$ cat src/rtl/nms_pkg.sv
// Shared types and constants of the neighbor peak mass shift block.
package nms_pkg;

  // Sample and sum widths.
  localparam int MASS_W = 16;
  localparam int SUM_W  = MASS_W + 2;

  // Result queue geometry; one request yields at most MAX_PUSH results.
  localparam int MAX_PUSH = 3;
  localparam int Q_DEPTH  = 4;
  localparam int Q_AW     = 2;
  localparam int Q_CW     = 3;
  localparam int PUSH_CW  = 2;

  // Frame position codes.
  localparam logic [1:0] POS_START = 2'd0;
  localparam logic [1:0] POS_ONE   = 2'd1;
  localparam logic [1:0] POS_MANY  = 2'd2;

  // One output bin.
  typedef struct packed {
    logic [SUM_W-1:0] sum;
    logic             last;
  } res_t;

  // Results produced by one accepted request.
  typedef struct packed {
    logic [PUSH_CW-1:0]      cnt;
    res_t [MAX_PUSH-1:0]     res;
  } push_t;

endpackage

$ cat src/rtl/nms_core.sv
// Three-sample window and mass redistribution for one request per cycle.
module nms_core (
  input  logic                      clk_i,
  input  logic                      rst_ni,
  input  logic                      accept_i,
  input  logic [nms_pkg::MASS_W-1:0] mass_i,
  input  logic                      frame_end_i,
  output nms_pkg::push_t            push_o
);

  logic [nms_pkg::MASS_W-1:0] older_q, older_d;
  logic [nms_pkg::MASS_W-1:0] newer_q, newer_d;
  logic [nms_pkg::SUM_W-1:0]  early_q, early_d;
  logic [nms_pkg::SUM_W-1:0]  late_q, late_d;
  logic [1:0]                 pos_q, pos_d;

  logic [nms_pkg::SUM_W-1:0]  x_ext, c_ext, early, late, fresh;
  logic                       lg, rg, to_early;
  logic [nms_pkg::PUSH_CW-1:0] n;

  assign x_ext = {2'b00, mass_i};
  assign c_ext = {2'b00, newer_q};
  assign lg    = older_q > newer_q;
  assign rg    = mass_i > newer_q;
  // Left wins when only it is larger, or when it is strictly the larger one.
  assign to_early = lg && (!rg || (older_q > mass_i));

  // Decide the destination of the middle sample and build the results.
  always_comb begin
    older_d = older_q;
    newer_d = newer_q;
    early_d = early_q;
    late_d  = late_q;
    pos_d   = pos_q;
    early   = early_q;
    late    = late_q;
    fresh   = '0;
    n       = '0;
    push_o  = '0;
    if (accept_i) begin
      unique case (pos_q)
        nms_pkg::POS_START: begin
          older_d = '0;
          early_d = '0;
          late_d  = '0;
          if (frame_end_i) begin
            // single-sample frame keeps its mass
            push_o.res[0] = '{sum: x_ext, last: 1'b1};
            n       = nms_pkg::PUSH_CW'(1);
            newer_d = '0;
            pos_d   = nms_pkg::POS_START;
          end else begin
            newer_d = mass_i;
            pos_d   = nms_pkg::POS_ONE;
          end
        end
        default: begin
          if (pos_q == nms_pkg::POS_ONE) begin
            // left edge sample: only a right neighbor
            if (rg) fresh = c_ext;
            else    late  = late_q + c_ext;
          end else begin
            if (to_early)     early = early_q + c_ext;
            else if (rg)      fresh = c_ext;
            else              late  = late_q + c_ext;
            push_o.res[0] = '{sum: early, last: 1'b0};
            n = nms_pkg::PUSH_CW'(1);
          end
          // advance the window
          early = late;
          late  = fresh;
          if (frame_end_i) begin
            // right edge sample: only a left neighbor, then flush
            if (newer_q > mass_i) early = early + x_ext;
            else                  late  = late + x_ext;
            push_o.res[n] = '{sum: early, last: 1'b0};
            push_o.res[nms_pkg::PUSH_CW'(n + 2'd1)] = '{sum: late, last: 1'b1};
            n       = nms_pkg::PUSH_CW'(n + 2'd2);
            older_d = '0;
            newer_d = '0;
            early_d = '0;
            late_d  = '0;
            pos_d   = nms_pkg::POS_START;
          end else begin
            older_d = newer_q;
            newer_d = mass_i;
            early_d = early;
            late_d  = late;
            pos_d   = nms_pkg::POS_MANY;
          end
        end
      endcase
    end
    push_o.cnt = n;
  end

  // Hold the window state.
  always_ff @(posedge clk_i or negedge rst_ni) begin
    if (!rst_ni) begin
      older_q <= '0;
      newer_q <= '0;
      early_q <= '0;
      late_q  <= '0;
      pos_q   <= nms_pkg::POS_START;
    end else begin
      older_q <= older_d;
      newer_q <= newer_d;
      early_q <= early_d;
      late_q  <= late_d;
      pos_q   <= pos_d;
    end
  end

endmodule

$ cat src/rtl/nms_queue.sv
// Small result queue taking up to three results per cycle and giving one.
module nms_queue (
  input  logic                     clk_i,
  input  logic                     rst_ni,
  input  nms_pkg::push_t           push_i,
  input  logic                     pop_i,
  output nms_pkg::res_t            head_o,
  output logic [nms_pkg::Q_CW-1:0] count_o
);

  nms_pkg::res_t              mem_q [nms_pkg::Q_DEPTH];
  logic [nms_pkg::Q_AW-1:0]   wr_ptr_q, rd_ptr_q;
  logic [nms_pkg::Q_CW-1:0]   count_q;

  assign head_o  = mem_q[rd_ptr_q];
  assign count_o = count_q;

  // Write the new results in order.
  always_ff @(posedge clk_i) begin
    for (int i = 0; i < nms_pkg::MAX_PUSH; i++) begin
      if (nms_pkg::PUSH_CW'(i) < push_i.cnt) begin
        mem_q[nms_pkg::Q_AW'(wr_ptr_q + nms_pkg::Q_AW'(i))] <= push_i.res[i];
      end
    end
  end

  // Advance pointers and occupancy.
  always_ff @(posedge clk_i or negedge rst_ni) begin
    if (!rst_ni) begin
      wr_ptr_q <= '0;
      rd_ptr_q <= '0;
      count_q  <= '0;
    end else begin
      wr_ptr_q <= nms_pkg::Q_AW'(wr_ptr_q + nms_pkg::Q_AW'(push_i.cnt));
      rd_ptr_q <= nms_pkg::Q_AW'(rd_ptr_q + nms_pkg::Q_AW'(pop_i));
      count_q  <= nms_pkg::Q_CW'(count_q + nms_pkg::Q_CW'(push_i.cnt)
                                 - nms_pkg::Q_CW'(pop_i));
    end
  end

endmodule

$ cat src/rtl/neighbor_peak_mass_shift.sv
// Top level of the neighbor peak mass shift block.
// Input channel: in_valid_i / in_stall_o carry one mass sample per request,
// with frame_end_i marking the last sample of a frame.
// Output channel: out_valid_o / out_stall_i carry one redistributed bin per
// request, in bin order, with out_last_o on the final bin of the frame.
// Each sample's mass moves to a strictly larger neighbor (the larger one
// if both are larger, right on a tie), else stays put.
// Throughput: one sample per cycle while in_stall_o is low. Bin k is written
// to the result queue when sample k+2 is accepted; the last sample releases
// one to three bins at once, which drain one per cycle while the output is
// not stalled, from a four-entry result queue. in_stall_o rises while the
// queue holds two or more bins, so a frame end can stall input as it drains.
// Reset clears the window and empties the queue; a new frame starts.
// A stalled output holds its bin; the queue fills and then stalls input.
module neighbor_peak_mass_shift (
  input  logic                       clk_i,
  input  logic                       rst_ni,
  input  logic                       in_valid_i,
  output logic                       in_stall_o,
  input  logic [nms_pkg::MASS_W-1:0] mass_i,
  input  logic                       frame_end_i,
  output logic                       out_valid_o,
  input  logic                       out_stall_i,
  output logic [nms_pkg::SUM_W-1:0]  mass_out_o,
  output logic                       out_last_o
);

  nms_pkg::push_t           push;
  nms_pkg::res_t            head;
  logic [nms_pkg::Q_CW-1:0] count;
  logic                     accept, pop;

  // Accept only with room for a full burst of results.
  assign in_stall_o = count > nms_pkg::Q_CW'(nms_pkg::Q_DEPTH - nms_pkg::MAX_PUSH);
  assign accept     = in_valid_i && !in_stall_o;
  assign pop        = out_valid_o && !out_stall_i;

  nms_core u_core (
    .clk_i       (clk_i),
    .rst_ni      (rst_ni),
    .accept_i    (accept),
    .mass_i      (mass_i),
    .frame_end_i (frame_end_i),
    .push_o      (push)
  );

  nms_queue u_queue (
    .clk_i   (clk_i),
    .rst_ni  (rst_ni),
    .push_i  (push),
    .pop_i   (pop),
    .head_o  (head),
    .count_o (count)
  );

  // Drive the output request from the queue head.
  assign out_valid_o = count != '0;
  assign mass_out_o  = head.sum;
  assign out_last_o  = head.last;

endmodule

$ cat config.mk
export PLATFORM = sky130hd
export DESIGN_NAME = neighbor_peak_mass_shift
export DESIGN_NICKNAME = d
export VERILOG_FILES = /design/src/rtl/nms_pkg.sv /design/src/rtl/nms_core.sv /design/src/rtl/nms_queue.sv /design/src/rtl/neighbor_peak_mass_shift.sv
export SDC_FILE = /design/constraint.sdc
export NUM_CORES = 1
export LEC_CHECK = 0
export BUFFER_PORTS_ARGS = -buffer_cell sky130_fd_sc_hd__buf_4
export CAP_MARGIN = 30
export CORE_ASPECT_RATIO = 0.8
export CORE_UTILIZATION = 50
export CTS_BUF_LIST = sky130_fd_sc_hd__clkbuf_2
export CTS_CLUSTER_SIZE = 40
export DETAILED_ROUTE_END_ITERATION = 8
export GPL_TIMING_DRIVEN = 0
export PLACE_DENSITY = 0.69
export SKIP_LAST_GASP = 1
export SLEW_MARGIN = 10
export SYNTH_ARGS = -nofsm -noshare
export SYNTH_HDL_FRONTEND = slang
export SYNTH_SLANG_ARGS = --single-unit
export TNS_END_PERCENT = 5
$ cat constraint.sdc
create_clock -name clk_i -period 8.8 [get_ports clk_i]
set_input_delay 1.76 -clock clk_i [delete_from_list [all_inputs] [get_ports clk_i]]
set_output_delay 1.76 -clock clk_i [all_outputs]
set_load 0.05 [all_outputs]
==> impl_table.tex <==
\begin{tabular}{lr}
\hline
Metric & Value \\
\hline
\multicolumn{2}{l}{\textbf{Drt}} \\
Final routed wirelength across all metal layers & 44030 um \\
Total length of routed met3 wires & 5001 um \\
Uppermost layer routed & met4 \\
Average wire per cell in the routed design & 25.03 um \\
Number of remaining DRC errors & 0 \\
Total length of routed met2 wires & 17450 um \\
Average via count per standard cell & 6.769 \\
Iter 0 DRT Violations & 1606 \\
Detailed-routing iteration count for the pre-antenna-repair pass & 7 \\
Wire length on met1 & 20440 um \\
Number of vias in the routed layout & 11.91k \\
Remaining antenna violation count after routing & 0 \\
\multicolumn{2}{l}{\textbf{STA}} \\
Slew at the pin closest to its max-slew limit & 1.177 ns \\
Final setup fails & 0 \\
Clock period minus final worst setup slack & 7.365 ns \\
Setup repair after global routing missed its margin & no \\
Final sum of negative setup slack & 0 ns \\
Remaining max-slew budget at the tightest pin & 21.53\% \\
Achievable Freq & 135.8 MHz \\
Skew final & 0.06896 ns \\
Part of the cycle the worst path needs & 83.69\% \\
Final hold violation count & 0 \\
Number of pins exceeding their max-slew limit in the final report & 0 \\
Post-route setup slack & 1.435 ns \\
\multicolumn{2}{l}{\textbf{Clock network}} \\
Clock sink count & 150 \\
Insertion delay of the later-clocked pin in the worst-skew pair & 0.89 ns \\
Number of buffers inserted for hold repair after clock tree synthesis & 0 \\
CTS root buffer & sky130\_fd\_sc\_hd\_\_clkbuf\_2 \\
Number of levels the H-tree was split into & 4 \\
CTS buffer count & 17 \\
Deepest clock path buffer count & 2 \\
Post-CTS Setup Bufs & 0 \\
Clock-pin slew on the worst setup and hold paths & 0.23 ns \\
Post-cts repair resize count & 0 \\
Clock tree from TritonCTS & yes \\
\multicolumn{2}{l}{\textbf{Flow run}} \\
Max capacitance violation total & 0 \\
\multicolumn{2}{l}{\textbf{Finish}} \\
Utilization after layout & 55.62\% \\
Layout cell share with drive strength beyond 1 & 10.64\% \\
Top library cells by usage in the layout, fill and taps aside & 190 x sky130\_fd\_sc\_hd\_\_nand2\_1, 118 x sky130\_fd\_sc\_hd\_\_ha\_1, 81 x sky130\_fd\_sc\_hd\_\_o21ai\_0 \\
Most common cell after layout, fill and taps aside & sky130\_fd\_sc\_hd\_\_nand2\_1 \\
\# nets final & 1569 \\
Area delta synth->final & 8.762\% \\
\multicolumn{2}{l}{\textbf{Floorplanning}} \\
Width of the die & 178.5 um \\
Starting density of the core & 51.14\% \\
Overall die area & 25570 sq um \\
Area of the core & 24380 sq um \\
Standard-cell row count & 51 \\
Boundary Pins & 42 \\
Die Y & 143.2 um \\
\multicolumn{2}{l}{\textbf{Placement}} \\
Minimum setup slack after placement & 0.7564 ns \\
Placer's final routability congestion estimate & 1.041 \\
Estimated wirelength of the detail-placed design & 34550 um \\
PortBufs & 41 \\
\multicolumn{2}{l}{\textbf{Logic synthesis}} \\
Part of the Yosys area used for sequential elements & 33.16\% \\
Largest area contributor in the netlist & sky130\_fd\_sc\_hd\_\_edfxtp\_1 \\
Most used flip-flop cell after synthesis & sky130\_fd\_sc\_hd\_\_edfxtp\_1 \\
Post-synthesis cell type count & 85 \\
Netlist Area Pre-Place & 12470 sq um \\
Number of storage elements in the synthesis netlist & 150 \\
Synth top area cells & sky130\_fd\_sc\_hd\_\_edfxtp\_1 18\%, sky130\_fd\_sc\_hd\_\_dfrtp\_1 15\%, sky130\_fd\_sc\_hd\_\_ha\_1 12\%, sky130\_fd\_sc\_hd\_\_nand2\_1 5.7\%, sky130\_fd\_sc\_hd\_\_o221ai\_1 3.7\% \\
Share of async-settable or async-resettable flops after synthesis & 49.33\% \\
Syn nets & 1500 \\
Number of flops mapped to enable cells by yosys & 76 \\
Average cell area after synthesis & 9.193 sq um \\
Number of warnings issued by yosys & 0 \\
Gate Count Post-Synth & 1356 \\
Area share of the leading cell type in the synthesized netlist & 18.31\% \\
\multicolumn{2}{l}{\textbf{Worst hold path}} \\
Hold Crit Depth & 1 \\
Worst hold endpoint & u\_queue.rd\_ptr\_q[0]\$\_DFF\_PN0\_ \\
Path class of the lowest-slack min-delay path & reg2reg \\
Startpoint of the tightest hold check path & u\_queue.rd\_ptr\_q[0]\$\_DFF\_PN0\_ \\
\multicolumn{2}{l}{\textbf{GRT}} \\
GRT overflow & 0 \\
GRT Util Overall & 35.54\% \\
Maximum number of pins on one net before global-route repair & 43 \\
Initial antenna violation count & 2 \\
Number of global-route vias before repair & 10.98k \\
First-pass GRT wire length & 66780 um \\
\multicolumn{2}{l}{\textbf{Power and ir drop}} \\
Largest voltage drop on the vdd net & 0.1354 mV \\
Overall Power & 4.111 mW \\
Leakage dissipation & 5.826 nW \\
Cell Pwr Density & 303.2 nW/um\^{}2 \\
\multicolumn{2}{l}{\textbf{Setup path}} \\
Critical register-to-register path startpoint & u\_core.newer\_q[14]\$\_DFFE\_PN0P\_ \\
Crit-path max FO & 10 \\
Reg2reg end & u\_queue.mem\_q[1][17]\$\_DFFE\_PP\_ \\
Arrival time at the worst endpoint & 7.98 ns \\
Critical path data required time & 9.41 ns \\
Category of the worst setup path capture point & register \\
Category of the most critical setup path & in2reg \\
Reg2reg path depth & 22 \\
Worst R2R Setup Slack & 1.69 ns \\
Startpoint Class & input pin \\
\multicolumn{2}{l}{\textbf{Run status}} \\
Run status & finished, final reports clean \\
\hline
\end{tabular}
==> cell usage after synthesis, types with 4 or more instances <==
cell,instances
sky130_fd_sc_hd__nor2_2,5
sky130_fd_sc_hd__and3_1,12
sky130_fd_sc_hd__o21ai_0,81
sky130_fd_sc_hd__a221o_1,7
sky130_fd_sc_hd__a31o_2,6
sky130_fd_sc_hd__o2111a_1,4
sky130_fd_sc_hd__a211oi_1,12
sky130_fd_sc_hd__o211ai_1,17
sky130_fd_sc_hd__a31oi_1,10
sky130_fd_sc_hd__a22o_1,28
sky130_fd_sc_hd__o31ai_1,18
sky130_fd_sc_hd__o211ai_2,5
sky130_fd_sc_hd__ha_1,118
sky130_fd_sc_hd__o2111ai_1,7
sky130_fd_sc_hd__or3_1,10
sky130_fd_sc_hd__a21o_1,33
sky130_fd_sc_hd__a22oi_1,6
sky130_fd_sc_hd__nand4_1,9
sky130_fd_sc_hd__nor3_1,13
sky130_fd_sc_hd__and2_1,32
sky130_fd_sc_hd__mux2i_1,13
sky130_fd_sc_hd__or2_2,6
sky130_fd_sc_hd__o21bai_1,5
sky130_fd_sc_hd__edfxtp_1,76
sky130_fd_sc_hd__o22ai_1,12
sky130_fd_sc_hd__a21oi_1,77
sky130_fd_sc_hd__dfrtp_1,74
sky130_fd_sc_hd__nor2b_1,8
sky130_fd_sc_hd__o21a_1,14
sky130_fd_sc_hd__nand2_1,190
sky130_fd_sc_hd__a211o_1,10
sky130_fd_sc_hd__fa_1,5
sky130_fd_sc_hd__xor2_1,20
sky130_fd_sc_hd__nand3_1,29
sky130_fd_sc_hd__nand2b_1,9
sky130_fd_sc_hd__o31a_1,6
sky130_fd_sc_hd__clkbuf_1,52
sky130_fd_sc_hd__a221oi_1,5
sky130_fd_sc_hd__o221ai_1,53
sky130_fd_sc_hd__xnor2_1,29
sky130_fd_sc_hd__mux4_2,19
sky130_fd_sc_hd__nor2_1,83
sky130_fd_sc_hd__inv_1,59
==> power by group <==
| part | internal [mW] | switching [mW] |
|---|---|---|
| Sequential | 0.873 | 0.146 |
| Combinational | 0.916 | 1.75 |
| Clock | 0.135 | 0.294 |
==> logic make-up after synthesis <==
logic type / count (synthesis) / synth area share [%]
XOR/XNOR: 49 / 3.443
adder cells (fa/ha/maj): 123 / 12.65
flip-flops: 150 / 33.16
buffers and inverters: 117 / 3.674
multiplexers: 34 / 4.657
AND/OR/NAND/NOR: 424 / 15.67
AO/OA/AOI/OAI: 459 / 26.75
==> registers in the layout, indices dropped and copies added (netlist names) <==
register / count
u_core.early_q: 17
u_queue.mem_q: 76
u_queue.wr_ptr_q: 2
u_queue.count_o: 3
u_core.older_q: 16
u_core.late_q: 16
u_core.newer_q: 16
u_queue.rd_ptr_q: 2
u_core.pos_q: 2
==> cell type report <==
cell class | count | area (sq um)
inverter | 59 | 221.5
sequential | 150 | 4134
clock inverter | 14 | 152.6
timing repair buffer | 50 | 432.9
antenna | 3 | 7.507
multi-input combinational | 1089 | 7885
tap | 318 | 397.9
fill | 2238 | 10820
buffer | 58 | 236.5
clock buffer | 18 | 90.09
==> worst max-delay path: stages <==
cell and delay [ns]:
sky130_fd_sc_hd__buf_4 0.15, sky130_fd_sc_hd__inv_1 0.09, sky130_fd_sc_hd__ha_1 0.33, sky130_fd_sc_hd__nand3_1 0.14
sky130_fd_sc_hd__o21a_1 0.21, sky130_fd_sc_hd__a211oi_1 0.42, sky130_fd_sc_hd__a211oi_1 0.17, sky130_fd_sc_hd__a311oi_2 0.54
sky130_fd_sc_hd__a21oi_1 0.37, sky130_fd_sc_hd__buf_4 0.27, sky130_fd_sc_hd__clkbuf_1 0.26, sky130_fd_sc_hd__and2_1 0.25
sky130_fd_sc_hd__ha_1 0.21, sky130_fd_sc_hd__fa_1 0.44, sky130_fd_sc_hd__a211o_1 0.34, sky130_fd_sc_hd__a21oi_1 0.33
sky130_fd_sc_hd__o31ai_1 0.20, sky130_fd_sc_hd__a41oi_1 0.36, sky130_fd_sc_hd__a211oi_1 0.09, sky130_fd_sc_hd__a211oi_1 0.64
sky130_fd_sc_hd__o21ai_0 0.18, sky130_fd_sc_hd__o21ai_0 0.12, sky130_fd_sc_hd__a21oi_1 0.08
==> metrics by stage <==
step,cells,hold slack (ns),instance area (sq um)
2_1_floorplan,1356,0.4642,12470
3_3_place_gp,1715,0.4805,13170
3_5_place_dp,1721,0.4906,13280
4_1_cts,1753,0.5390,13520
5_1_grt,1758,0.5540,13560
6_report,1759,0.5295,13560
==> per-layer routing <==
layer | vias up | track usage, %
met5 | - | 0
li1 | 5332 | -
met2 | 710 | 48.65
met3 | 103 | 9.904
met1 | 5761 | 53.22
met4 | 0 | 11.11
==> worst max path at each step <==
stage	startpoint	to	slack, ns	cells after the start
2_1_floorplan	mass_i[11]	u_queue.mem_q[2][14]$_DFFE_PP_	2.58	21
3_3_place_gp	mass_i[11]	u_queue.mem_q[1][17]$_DFFE_PP_	0.80	22
3_5_place_dp	mass_i[11]	u_queue.mem_q[1][17]$_DFFE_PP_	0.76	22
4_1_cts	mass_i[11]	u_queue.mem_q[1][17]$_DFFE_PP_	1.66	22
5_1_grt	mass_i[11]	u_queue.mem_q[1][17]$_DFFE_PP_	1.11	23
6_report	mass_i[11]	u_queue.mem_q[1][17]$_DFFE_PP_	1.43	23
(Power assumes the default switching activity.)
